`src/sv/csem_pkg.sv`:
```
// ---------------------------------------------------------------------------
// csem_pkg - shared types for the counting semaphore table
// Command codes, sequencer states and the result record.
// ---------------------------------------------------------------------------
`default_nettype none

package csem_pkg;

  // Width of a process id on the ports.
  localparam int PidFieldW = 6;

  typedef enum logic [2:0] {
    CMD_INIT  = 3'd0,
    CMD_OPEN  = 3'd1,
    CMD_CLOSE = 3'd2,
    CMD_POST  = 3'd3,
    CMD_WAIT  = 3'd4
  } cmd_t;

  typedef enum logic [2:0] {
    S_IDLE,
    S_READ,
    S_EVAL,
    S_LINK,
    S_DONE
  } state_t;

  typedef struct packed {
    logic                 status;
    logic                 woke_valid;
    logic [PidFieldW-1:0] woke_pid;
    logic                 caller_blocked;
  } result_t;

endpackage

`default_nettype wire

```
`src/sv/counting_semaphore_table.sv`:
```
// ---------------------------------------------------------------------------
// counting_semaphore_table - table of counting semaphores with FIFO waiters
// Init, open, close, post and wait on a table of semaphores, each with a
// saturating counter and a linked-list queue of waiting process ids.
// ---------------------------------------------------------------------------
// Usage:
// Commands arrive on the input channel (in_valid / in_ready) with fields
// cmd, sem_id, initial_value and caller_pid. Every command produces exactly
// one result item on the output channel (out_valid / out_ready) carrying
// status, woke_valid, woke_pid and caller_blocked.
// The block works on one command at a time under a small sequencer. The
// semaphore records (count, queue head, queue tail) live in one RAM and the
// per-process queue links in a second RAM, both with registered reads; one
// shared increment/decrement unit updates the counter. out_valid rises once
// the command has passed the read, evaluate and done states; a post that
// wakes a waiter or a wait that queues its caller also passes a link state
// to read the link RAM or link in the caller. in_ready is high only while
// the sequencer is idle, so a command is taken only once the last is done.
// The result sits in an output register; the block goes back to idle as
// soon as it is loaded, so the next command is accepted while the result
// waits. A stalled receiver only holds the next result back.
// Reset clears the in-use flags and the sequencer at once; the in-use flag
// doubles as the valid bit of each semaphore record, so no clearing pass is
// needed and the block is ready as soon as reset is released.
// ---------------------------------------------------------------------------
`default_nettype none

module counting_semaphore_table
  import csem_pkg::*;
#(
  parameter int NUM_SEMAPHORES = 32,
  parameter int MAX_PROCESSES  = 64,
  parameter int COUNT_WIDTH    = 16
) (
  input  wire logic        clk,
  input  wire logic        rst,
  input  wire logic        in_valid,
  output logic             in_ready,
  input  wire logic [2:0]  cmd,
  input  wire logic [5:0]  sem_id,
  input  wire logic [15:0] initial_value,
  input  wire logic [5:0]  caller_pid,
  output logic             out_valid,
  input  wire logic        out_ready,
  output logic             status,
  output logic             woke_valid,
  output logic [5:0]       woke_pid,
  output logic             caller_blocked
);

  localparam int SemAw  = $clog2(NUM_SEMAPHORES);
  localparam int PidAw  = $clog2(MAX_PROCESSES);
  // Link values run up to MAX_PROCESSES, which marks an empty queue or end of list.
  localparam int LinkW  = $clog2(MAX_PROCESSES + 1);
  localparam logic [LinkW-1:0] EmptyMark = LinkW'(MAX_PROCESSES);

  typedef struct packed {
    logic [COUNT_WIDTH-1:0] count;
    logic [LinkW-1:0]       head;
    logic [LinkW-1:0]       tail;
  } sem_rec_t;

  // Sequencer and latched command.
  state_t              state, state_next;
  cmd_t                cmd_r;
  logic [5:0]          sid_r;
  logic [15:0]         ival_r;
  logic [5:0]          pid_r;
  result_t             res, res_next;
  logic [NUM_SEMAPHORES-1:0] in_use, in_use_next;

  // Memory ports.
  sem_rec_t            rec;
  sem_rec_t            sem_wdata;
  logic                sem_we;
  logic [SemAw-1:0]    sem_idx;
  logic [LinkW-1:0]    link_rdata;
  logic [LinkW-1:0]    link_wdata;
  logic [PidAw-1:0]    link_waddr;
  logic [PidAw-1:0]    link_raddr;
  logic                link_we;

  // Decoded conditions.
  logic                in_fire;
  logic                sid_ok;
  logic                pid_ok;
  logic                used;
  logic                head_ok;
  logic                tail_ok;
  logic                next_ok;
  logic                out_load;

  // Shared counter unit: decrement for wait, saturating increment for post.
  logic                alu_dec;
  logic [COUNT_WIDTH-1:0] alu_out;

  assign in_fire  = in_valid && in_ready;
  assign in_ready = (state == S_IDLE);
  assign sem_idx  = SemAw'(sid_r);

  assign sid_ok   = (32'(sid_r) < NUM_SEMAPHORES);
  assign pid_ok   = (32'(pid_r) < MAX_PROCESSES);
  assign used     = sid_ok && in_use[sem_idx];
  assign head_ok  = (32'(rec.head) < MAX_PROCESSES);
  assign tail_ok  = (32'(rec.tail) < MAX_PROCESSES);
  assign next_ok  = (32'(link_rdata) < MAX_PROCESSES);

  // The head link is read every cycle; it is only used after a post reaches it.
  assign link_raddr = PidAw'(rec.head);

  assign alu_dec = (cmd_r == CMD_WAIT);
  always_comb begin
    if (alu_dec) begin
      alu_out = rec.count - COUNT_WIDTH'(1);
    end else if (&rec.count) begin
      alu_out = rec.count;
    end else begin
      alu_out = rec.count + COUNT_WIDTH'(1);
    end
  end

  csem_ram #(
    .WIDTH ($bits(sem_rec_t)),
    .DEPTH (NUM_SEMAPHORES)
  ) u_sem_ram (
    .clk   (clk),
    .we    (sem_we),
    .waddr (sem_idx),
    .wdata (sem_wdata),
    .raddr (sem_idx),
    .rdata (rec)
  );

  csem_ram #(
    .WIDTH (LinkW),
    .DEPTH (MAX_PROCESSES)
  ) u_link_ram (
    .clk   (clk),
    .we    (link_we),
    .waddr (link_waddr),
    .wdata (link_wdata),
    .raddr (link_raddr),
    .rdata (link_rdata)
  );

  assign out_load = (state == S_DONE) && (!out_valid || out_ready);

  always_ff @(posedge clk) begin
    if (rst) begin
      state     <= S_IDLE;
      in_use    <= '0;
      out_valid <= 1'b0;
    end else begin
      state  <= state_next;
      in_use <= in_use_next;
      if (out_load) begin
        out_valid <= 1'b1;
      end else if (out_ready) begin
        out_valid <= 1'b0;
      end
    end
  end

  always_ff @(posedge clk) begin
    if (in_fire) begin
      cmd_r  <= cmd_t'(cmd);
      sid_r  <= sem_id;
      ival_r <= initial_value;
      pid_r  <= caller_pid;
    end
    res <= res_next;
    if (out_load) begin
      status         <= res.status;
      woke_valid     <= res.woke_valid;
      woke_pid       <= res.woke_pid;
      caller_blocked <= res.caller_blocked;
    end
  end

  always_comb begin
    state_next  = state;
    in_use_next = in_use;
    res_next    = res;
    sem_we      = 1'b0;
    sem_wdata   = rec;
    link_we     = 1'b0;
    link_waddr  = PidAw'(pid_r);
    link_wdata  = EmptyMark;

    case (state)
      S_IDLE: begin
        if (in_fire) begin
          state_next = S_READ;
        end
      end

      S_READ: begin
        state_next = S_EVAL;
      end

      S_EVAL: begin
        res_next   = '{status: 1'b1, woke_valid: 1'b0, woke_pid: '0, caller_blocked: 1'b0};
        state_next = S_DONE;
        if (sid_ok) begin
          case (cmd_r)
            CMD_INIT: begin
              if (!in_use[sem_idx]) begin
                in_use_next[sem_idx] = 1'b1;
                sem_we          = 1'b1;
                sem_wdata.count = COUNT_WIDTH'(ival_r);
                sem_wdata.head  = EmptyMark;
                sem_wdata.tail  = EmptyMark;
                res_next.status = 1'b0;
              end
            end
            CMD_OPEN: begin
              res_next.status = !used;
            end
            CMD_CLOSE: begin
              // The record is rewritten by the next init, so only the flag drops.
              if (used) begin
                in_use_next[sem_idx] = 1'b0;
                res_next.status      = 1'b0;
              end
            end
            CMD_POST: begin
              if (used) begin
                res_next.status = 1'b0;
                if (head_ok) begin
                  state_next = S_LINK;
                end else begin
                  sem_we          = 1'b1;
                  sem_wdata.count = alu_out;
                end
              end
            end
            CMD_WAIT: begin
              if (used) begin
                if (rec.count != '0) begin
                  sem_we          = 1'b1;
                  sem_wdata.count = alu_out;
                  res_next.status = 1'b0;
                end else if (pid_ok) begin
                  // The caller becomes the end of the list.
                  link_we         = 1'b1;
                  res_next.status = 1'b0;
                  state_next      = S_LINK;
                end
              end
            end
            default: begin
            end
          endcase
        end
      end

      S_LINK: begin
        state_next = S_DONE;
        sem_we     = 1'b1;
        if (cmd_r == CMD_POST) begin
          res_next.woke_valid = 1'b1;
          res_next.woke_pid   = PidFieldW'(rec.head);
          if (next_ok) begin
            sem_wdata.head = link_rdata;
          end else begin
            sem_wdata.head = EmptyMark;
            sem_wdata.tail = EmptyMark;
          end
        end else begin
          res_next.caller_blocked = 1'b1;
          if (tail_ok && head_ok) begin
            link_we    = 1'b1;
            link_waddr = PidAw'(rec.tail);
            link_wdata = LinkW'(pid_r);
          end else begin
            sem_wdata.head = LinkW'(pid_r);
          end
          sem_wdata.tail = LinkW'(pid_r);
        end
      end

      S_DONE: begin
        if (out_load) begin
          state_next = S_IDLE;
        end
      end

      default: begin
        state_next = S_IDLE;
      end
    endcase
  end

endmodule

`default_nettype wire

```
`src/sv/csem_ram.sv`:
```
// ---------------------------------------------------------------------------
// csem_ram - generic single-port-write, single-port-read RAM
// One write and one read per cycle; read data is registered.
// ---------------------------------------------------------------------------
`default_nettype none

module csem_ram #(
  parameter int WIDTH = 8,
  parameter int DEPTH = 32
) (
  input  wire logic                     clk,
  input  wire logic                     we,
  input  wire logic [$clog2(DEPTH)-1:0] waddr,
  input  wire logic [WIDTH-1:0]         wdata,
  input  wire logic [$clog2(DEPTH)-1:0] raddr,
  output logic      [WIDTH-1:0]         rdata
);

  logic [WIDTH-1:0] mem [DEPTH];

  always_ff @(posedge clk) begin
    if (we) begin
      mem[waddr] <= wdata;
    end
    rdata <= mem[raddr];
  end

endmodule

`default_nettype wire
```
`config.mk`:
```
export PLATFORM = sky130hd
export DESIGN_NAME = counting_semaphore_table
export DESIGN_NICKNAME = d
export VERILOG_FILES = /design/src/sv/csem_pkg.sv /design/src/sv/counting_semaphore_table.sv /design/src/sv/csem_ram.sv
export SDC_FILE = /design/constraint.sdc
export NUM_CORES = 2
export LEC_CHECK = 0
export BUFFER_PORTS_ARGS = -buffer_cell sky130_fd_sc_hd__buf_2
export CORE_MARGIN = 2
export CORE_UTILIZATION = 63
export CTS_CLUSTER_SIZE = 16
export DETAILED_ROUTE_END_ITERATION = 16
export GPL_TIMING_DRIVEN = 0
export MAX_ROUTING_LAYER = met4
export PLACE_DENSITY = 0.78
export SYNTH_ARGS = -nofsm -noshare
export SYNTH_HDL_FRONTEND = slang
export SYNTH_SLANG_ARGS = --single-unit
```
`constraint.sdc`:
```
create_clock -name clk -period 6 [get_ports clk]
set_input_delay 0.6 -clock clk [delete_from_list [all_inputs] [get_ports clk]]
set_output_delay 0.6 -clock clk [all_outputs]
set_load 0.05 [all_outputs]
```
# After elaboration in Yosys (flattened, before gate mapping)

Memory sizes are Yosys's and may differ from the RTL's. A register that Yosys moved wholly into a read port is not among the register bits.
Index checks and enable logic that the tools add are counted.

Add/subtract/negate cells: 2
Magnitude comparators: 6
Equality and inequality tests: 14
Mux-type cells: 65
Bitwise operators: 3
Reductions and logical operators: 20

Operator list:

| operator                | count |
|---|---|
| $mux W16                | 7 |
| $mux W32                | 2 |
| $pmux W32 S2            | 1 |
| $mux W30                | 2 |
| $mux W7                 | 7 |
| $pmux W16 S3            | 1 |
| $and A32 B32 Y32        | 1 |
| $not A32 Y32            | 1 |
| $or A32 B32 Y32         | 1 |
| $mux W14                | 2 |
| $pmux W14 S2            | 1 |
| $mux W1                 | 23 |
| $lt A7 B7 Y1 const B    | 3 |
| $mux W3                 | 7 |
| $mux W6                 | 3 |
| $add A16 B1 Y16 const B | 1 |
| $pmux W8 S2             | 1 |
| $reduce_and A16 Y1      | 1 |
| $reduce_bool A16 Y1     | 1 |
| $sub A16 B1 Y16 const B | 1 |
| $pmux W3 S5             | 1 |
| $eq A3 B2 Y1 const B    | 4 |
| $ne A2 B2 Y1 const B    | 5 |
| $eq A3 B1 Y1 const B    | 2 |
| 18 further kinds        | 31 |

Register bits: 85
Bits in writable memories: 1408
Input bits: 35
Output and inout port bits: 11
Word-level logic and storage cells: 127
Memories: 2

Memory list:

| memory         | depth | width | read ports | clocked after Yosys merged registers in | write ports | line           | RTL |
|---|---|---|---|---|---|---|---|
| u_sem_ram.mem  | 32    | 30    | 1          | 1                                       | 1           | csem_ram.sv:19 | `logic [WIDTH-1:0] mem [DEPTH];` |
| u_link_ram.mem | 64    | 7     | 1          | 1                                       | 1           | csem_ram.sv:19 |  |

# Logic depth before layout (Yosys ltp)

Depth in word-level cells: 9
Depth in mapped cells: 11
Gate-level depth less buffers: 9

# By module

A second synthesis with hierarchy kept.

Cells, all modules: 3519
Area total of the unflattened synthesis: 60956.0 sq um

Modules (own cells, without submodules):

| module                   | times used | cells an instance | area an instance (sq um) | seq. area each (sq um) |
|---|---|---|---|---|
| csem_ram (u_sem_ram)     | 1          | 2122              | 38059.0                  | 29428.2 |
| csem_ram (u_link_ram)    | 1          | 835               | 17705.7                  | 13593.0 |
| counting_semaphore_table | 1          | 562               | 5191.2                   | 2192.1 |

# Worst setup path after synthesis

OpenSTA, ideal clock, no wires.

Kind: register to register
Start: reg sid_r[1]
End: mem u_sem_ram.mem[22][0] in the netlist's numbering (enable)
Library setup time: 0.455 ns
Arrival time: 4.146 ns
Required time: 5.545 ns
Setup slack: 1.400 ns
Cell stages (with the launch flop): 9
Path buffers: 2
Clock period less this slack: 4.600 ns
Cell sequence: edfxtp_1 buf_6 mux2_1 a2111oi_2 o22a_1 buf_6 o31ai_1 o31a_1 nor3_1

Word-level cells in the longest chain between the ends: 9
Elaborated cells on any way between the ends: 12
Classes of those cells: 1 x order compare; 10 x mux; 1 x reduce/logical

Ends and longest elaborated chain:

| what                              | line                                                             | RTL |
|---|---|---|
| start, declared                   | counting_semaphore_table.sv:66                                   | `logic [5:0] sid_r;` |
| start signal, assigned            | counting_semaphore_table.sv:167                                  | `sid_r <= sem_id;` |
| $bmux W1 S5                       | counting_semaphore_table.sv:103, counting_semaphore_table.sv:207 |  |
| $mux W1 (implied by the code)     | counting_semaphore_table.sv:103, counting_semaphore_table.sv:207 |  |
| $logic_and A1 B1 Y1               | counting_semaphore_table.sv:103                                  | `assign used = sid_ok && in_use[sem_idx];` |
| $mux W1, on equally long branches | counting_semaphore_table.sv:238, counting_semaphore_table.sv:227 |  |
| $pmux W1 S3                       | counting_semaphore_table.sv:205                                  | `case (cmd_r)` |
| $mux W1                           | counting_semaphore_table.sv:204                                  | `if (sid_ok) begin` |
| $pmux W1 S2                       | counting_semaphore_table.sv:190                                  | `case (state)` |
| $mux W1                           | csem_ram.sv:22                                                   | `if (we) begin` |
| $mux W1 (implied by the code)     | csem_ram.sv:23                                                   | `mem[waddr] <= wdata;` |
| end, declared                     | csem_ram.sv:19                                                   |  |

Parallel ways exist; a longest one is shown, timed or not. The select of a mux whose other input is x is not followed.

==> results by group <==
STA
  • Post-layout min period: 4.86 ns
  • Slew Viols, Final: 24
  • Setup violations, final: 0
  • Setup_tns: 0 ns
  • RSZ-0062 raised after global routing: no
  • Final Cycle Share: 0.810
  • Worst Skew: 0.0295 ns
  • Max-slew headroom: -0.0523
  • Hold Fails Final Rpt: 0
  • Final WS setup: 1.14 ns
  • Worst-margin pin slew: 1.58 ns
  • Max Fclk: 0.206 GHz

Power and ir drop
  • Int Power: 17700 uW
  • Pleak: 0.0221 uW
  • PwrDens: 340 nW/um2
  • Clock Power Share: 0.403
  • Combinational share of power: 0.072
  • Sw Ratio: 0.227
  • Net switching power: 5210 uW
  • Max rail drop VDD: 382 uV
  • Sequential power share: 0.525

Job
  • Max-cap violations: 4

CTS
  • CTS buffer count: 147
  • # clock sinks: 1530
  • Clk pin slew, worst setup/hold paths: 0.06 ns
  • Clk root buf: clkbuf_16
  • H-tree depth: 4
  • CTS-repair resized insts: 0
  • Worst-Skew Late Latency: 0.78 ns
  • CTS tree: built
  • CTS Buffer Depth: 3

GRT
  • Largest net degree at the start of global routing: 49
  • GRT Total Usage: 0.373
  • Initial antenna violation count: 5
  • Gr ovfl total: 0
  • Vias in the first global route: 32637
  • First-pass GRT wire length: 242000 um

Floorplanning
  • Io pins: 46
  • Die area: 96500 um2
  • Die width: 311 um
  • Die Ht: 311 um
  • # rows: 112
  • Core Area: 93200 um2
  • Starting Density: 0.635

Yosys
  • Mapped Avg Cell Area: 20.9 um2
  • Unique cell type count in the Yosys netlist: 81
  • Syn Inst Count: 2827
  • Yosys reg bits: 1530
  • Syn nets: 2865
  • Sequential fraction of the synthesis area: 0.764
  • Post-synth EDFFs: 1457
  • Post-synthesis cell area: 59200 um2
  • Synth Warn #: 0
  • Synth Flop Type: edfxtp_1
  • Asr flop ratio synth: 0

Hold path
  • WHS Path Cells: 1
  • WHS Endpoint: pid_r[3]
  • Min-delay src: caller_pid[3]
  • Hold WC Path Type: in -> reg

Worst setup path
  • CP delay by family, top: simple AND/OR/NAND/NOR gates
  • CP cell instances: clkbuf_1 > nand3b_1 > inv_1 > nand2_1 > nor3_1 > inv_1 > clkbuf_2 > nand3_1 > a221o_1
  • CP Data Required Time: 6.37 ns
  • Critical path startpoint category: register
  • Reg2reg end: u_sem_ram.mem[5][9]
  • Crit-path max cell delay: 1.10 ns
  • Kind of critical path: reg -> reg
  • Critical R2R Launch: state[2]
  • Buf/Inv on CP: 4
  • Worst path slowest cell: a221o_1
  • Biggest fanout along the worst timing path: 34
  • CP endpoint kind: register
  • Most used cell, CP: inv_1
  • Worst Reg-to-Reg Cells: 9
  • WP data arrival: 5.23 ns
  • Reg2Reg Setup Slack: 1.14 ns

Layout
  • Final Util: 0.725
  • Synthesis-to-layout area growth: 14.0%
  • Layout cells sized above 1: 0.251
  • NumNets Final: 3144
  • Post-Layout Cell Count: 4489
  • Cell area after layout: 67500 um2

Placed design
  • IO Port Bufs: 44
  • Placed wire-length estimate: 106000 um
  • Placed cell count: 4185
  • Placer congestion estimate: 0.907
  • Place WS: 1.30 ns
  • Cell Area, Placed: 62500 um2

Route
  • First-pass iteration count of the detailed router: 6
  • Vias per cell: 7.29
  • Overall routed net length: 171000 um
  • Vias: 32711
  • DRC Markers: 0
  • Antenna viol nets, final: 0
  • Iter 0 DRT Violations: 5789
  • Drt wl/cell: 38.1 um

Run status
  • Outcome: complete, but fails checks
  • Violated checks: max-capacitance violations, max-slew violations
-- area by class of cell --
type | count | area, um2
inverter | 14 | 52.6
antenna | 10 | 25.0
buffer | 160 | 649
multi-input combinational | 1123 | 13600
tap | 1254 | 1570
sequential | 1530 | 45200
timing repair buffer | 130 | 1660
fill | 5144 | 25700
clock inverter | 74 | 756
clock buffer | 194 | 4000
-- cell families (layout without fill, tap and decap cells) --
group	count (synthesis)	count (layout)	share of synthesized area
simple gates	443	443	0.0362
flops	1530	1530	0.764
buf+inv	174	572	0.0118
other cells	0	10	0
compound gates	271	271	0.0372
mux	404	404	0.150
fa+ha+maj	3	3	0.000634
xor+xnor	2	2	0.000613
-- worst max path at each step --
stage | start | endpoint | slack (ns) | depth (start not counted)
final | state[2] | u_sem_ram.mem[5][9] | 1.14 | 9
after global routing | state[2] | u_sem_ram.mem[7][9] | 0.97 | 9
after CTS | sid_r[1] | u_sem_ram.mem[20][16] | 1.29 | 10
after detailed placement | state[2] | u_sem_ram.mem[3][12] | 1.30 | 9
after global placement | sid_r[2] | u_sem_ram.mem[22][16] | -2.68 | 7
after floorplan | sid_r[1] | u_sem_ram.mem[22][0] | 1.40 | 8
-- state kept, by name, summed over array words and instances (netlist names), named ones only --
signal,cells
status,1
cmd_r,3
sid_r,6
woke_valid,1
woke_pid,6
out_valid,1
u_link_ram.mem,448
u_link_ram.rdata,7
u_sem_ram.mem,960
ival_r,16
state,3
pid_r,6
u_sem_ram.rdata,30
caller_blocked,1
res,9
-- synthesized netlist by cell type, types with 3 or more instances --
cell type  count  share of area
a32o_1         3        0.00051
nor4b_1        5        0.00074
a21o_1         9         0.0011
and3_1         7        0.00074
nor3b_1        4        0.00051
nand2b_1       6        0.00063
mux2i_1       13         0.0022
o41ai_2        3        0.00082
o21ai_0        8        0.00068
o31ai_1        6        0.00076
or3_1         10         0.0011
a21oi_1       12         0.0010
o221a_2       18         0.0034
nor2b_1        3        0.00032
a211o_1        4        0.00059
mux2_1         3        0.00057
dfxtp_1       73          0.025
clkbuf_1     115         0.0073
o2bb2ai_1      5        0.00074
buf_2         14         0.0012
nand3b_1      12         0.0015
inv_1         14        0.00089
or4_1          3        0.00038
a221o_1        4        0.00068
o22ai_1        7        0.00074
a31oi_1        6        0.00063
a22o_1        10         0.0015
mux4_2       387           0.15
edfxtp_1    1457           0.74
nand4_1       36         0.0038
a211oi_1       6        0.00076
nor2_1       188          0.012
ha_1           3        0.00063
nor3_1        19         0.0016
o221a_1       13         0.0025
buf_1         27         0.0017
nand3_1       23         0.0019
nor4_1         5        0.00053
o211ai_1       5        0.00063
and2_1        10         0.0011
a22oi_1      123          0.016
nand2_1       93         0.0059
buf_6          3        0.00057
or2_2          3        0.00032
-- cell usage in the layout, fill, tap and decap left out, drive strengths merged, types with 5 or more instances in the layout --
master	n
clkinv	48
edfxtp	1457
o211ai	5
dfxtp	73
dlygate4sd3	25
inv	23
o2bb2ai	5
a22o	10
diode	10
nor4b	5
nand2	93
mux2i	13
nand2b	6
a21oi	14
or3	11
and2	11
clkinvlp	5
nor3b	7
nand3b	12
buf	150
a31oi	6
o31ai	6
nor3	20
bufinv	12
nand3	23
o22ai	8
and3	7
o221a	31
a211oi	6
clkbuf	309
nand4	36
mux4	387
nor2	188
a21o	9
a22oi	123
nor4	7
o21ai	9
-- power groups by stage --
stage	combinational [uW]	clock, uW	sequential [uW]
4_1_cts	1630	9270	12000
2_1_floorplan	976	0	12200
3_5_place_dp	1590	0	12300
3_3_place_gp	1470	0	12300
6_report	1660	9250	12000
5_1_grt	1730	9640	12000
-- timing repair --
action	CTS	global route
hold buffers	25	0
endpoints found under the hold margin	25	0
setup buffers	0	0
-- through the flow --
stage / total power [uW] / hold WS, ns
final: 23000 / 0.0635
after global routing: 23400 / 0.0517
after CTS: 22900 / 0.0281
after detailed placement: 13900 / 0.405
after global placement: 13700 / 0.405
after floorplan: 13200 / 0.400
-- routing by layer --
layer,up-vias,global-route usage,share of wire
met5,-,-,0
met4,0,0.215,0.067
met3,649,0.0938,0.12
met2,2826,0.567,0.48
met1,16753,0.463,0.33
li1,12483,-,-
Note: power is estimated with default switching activity, not from simulation.
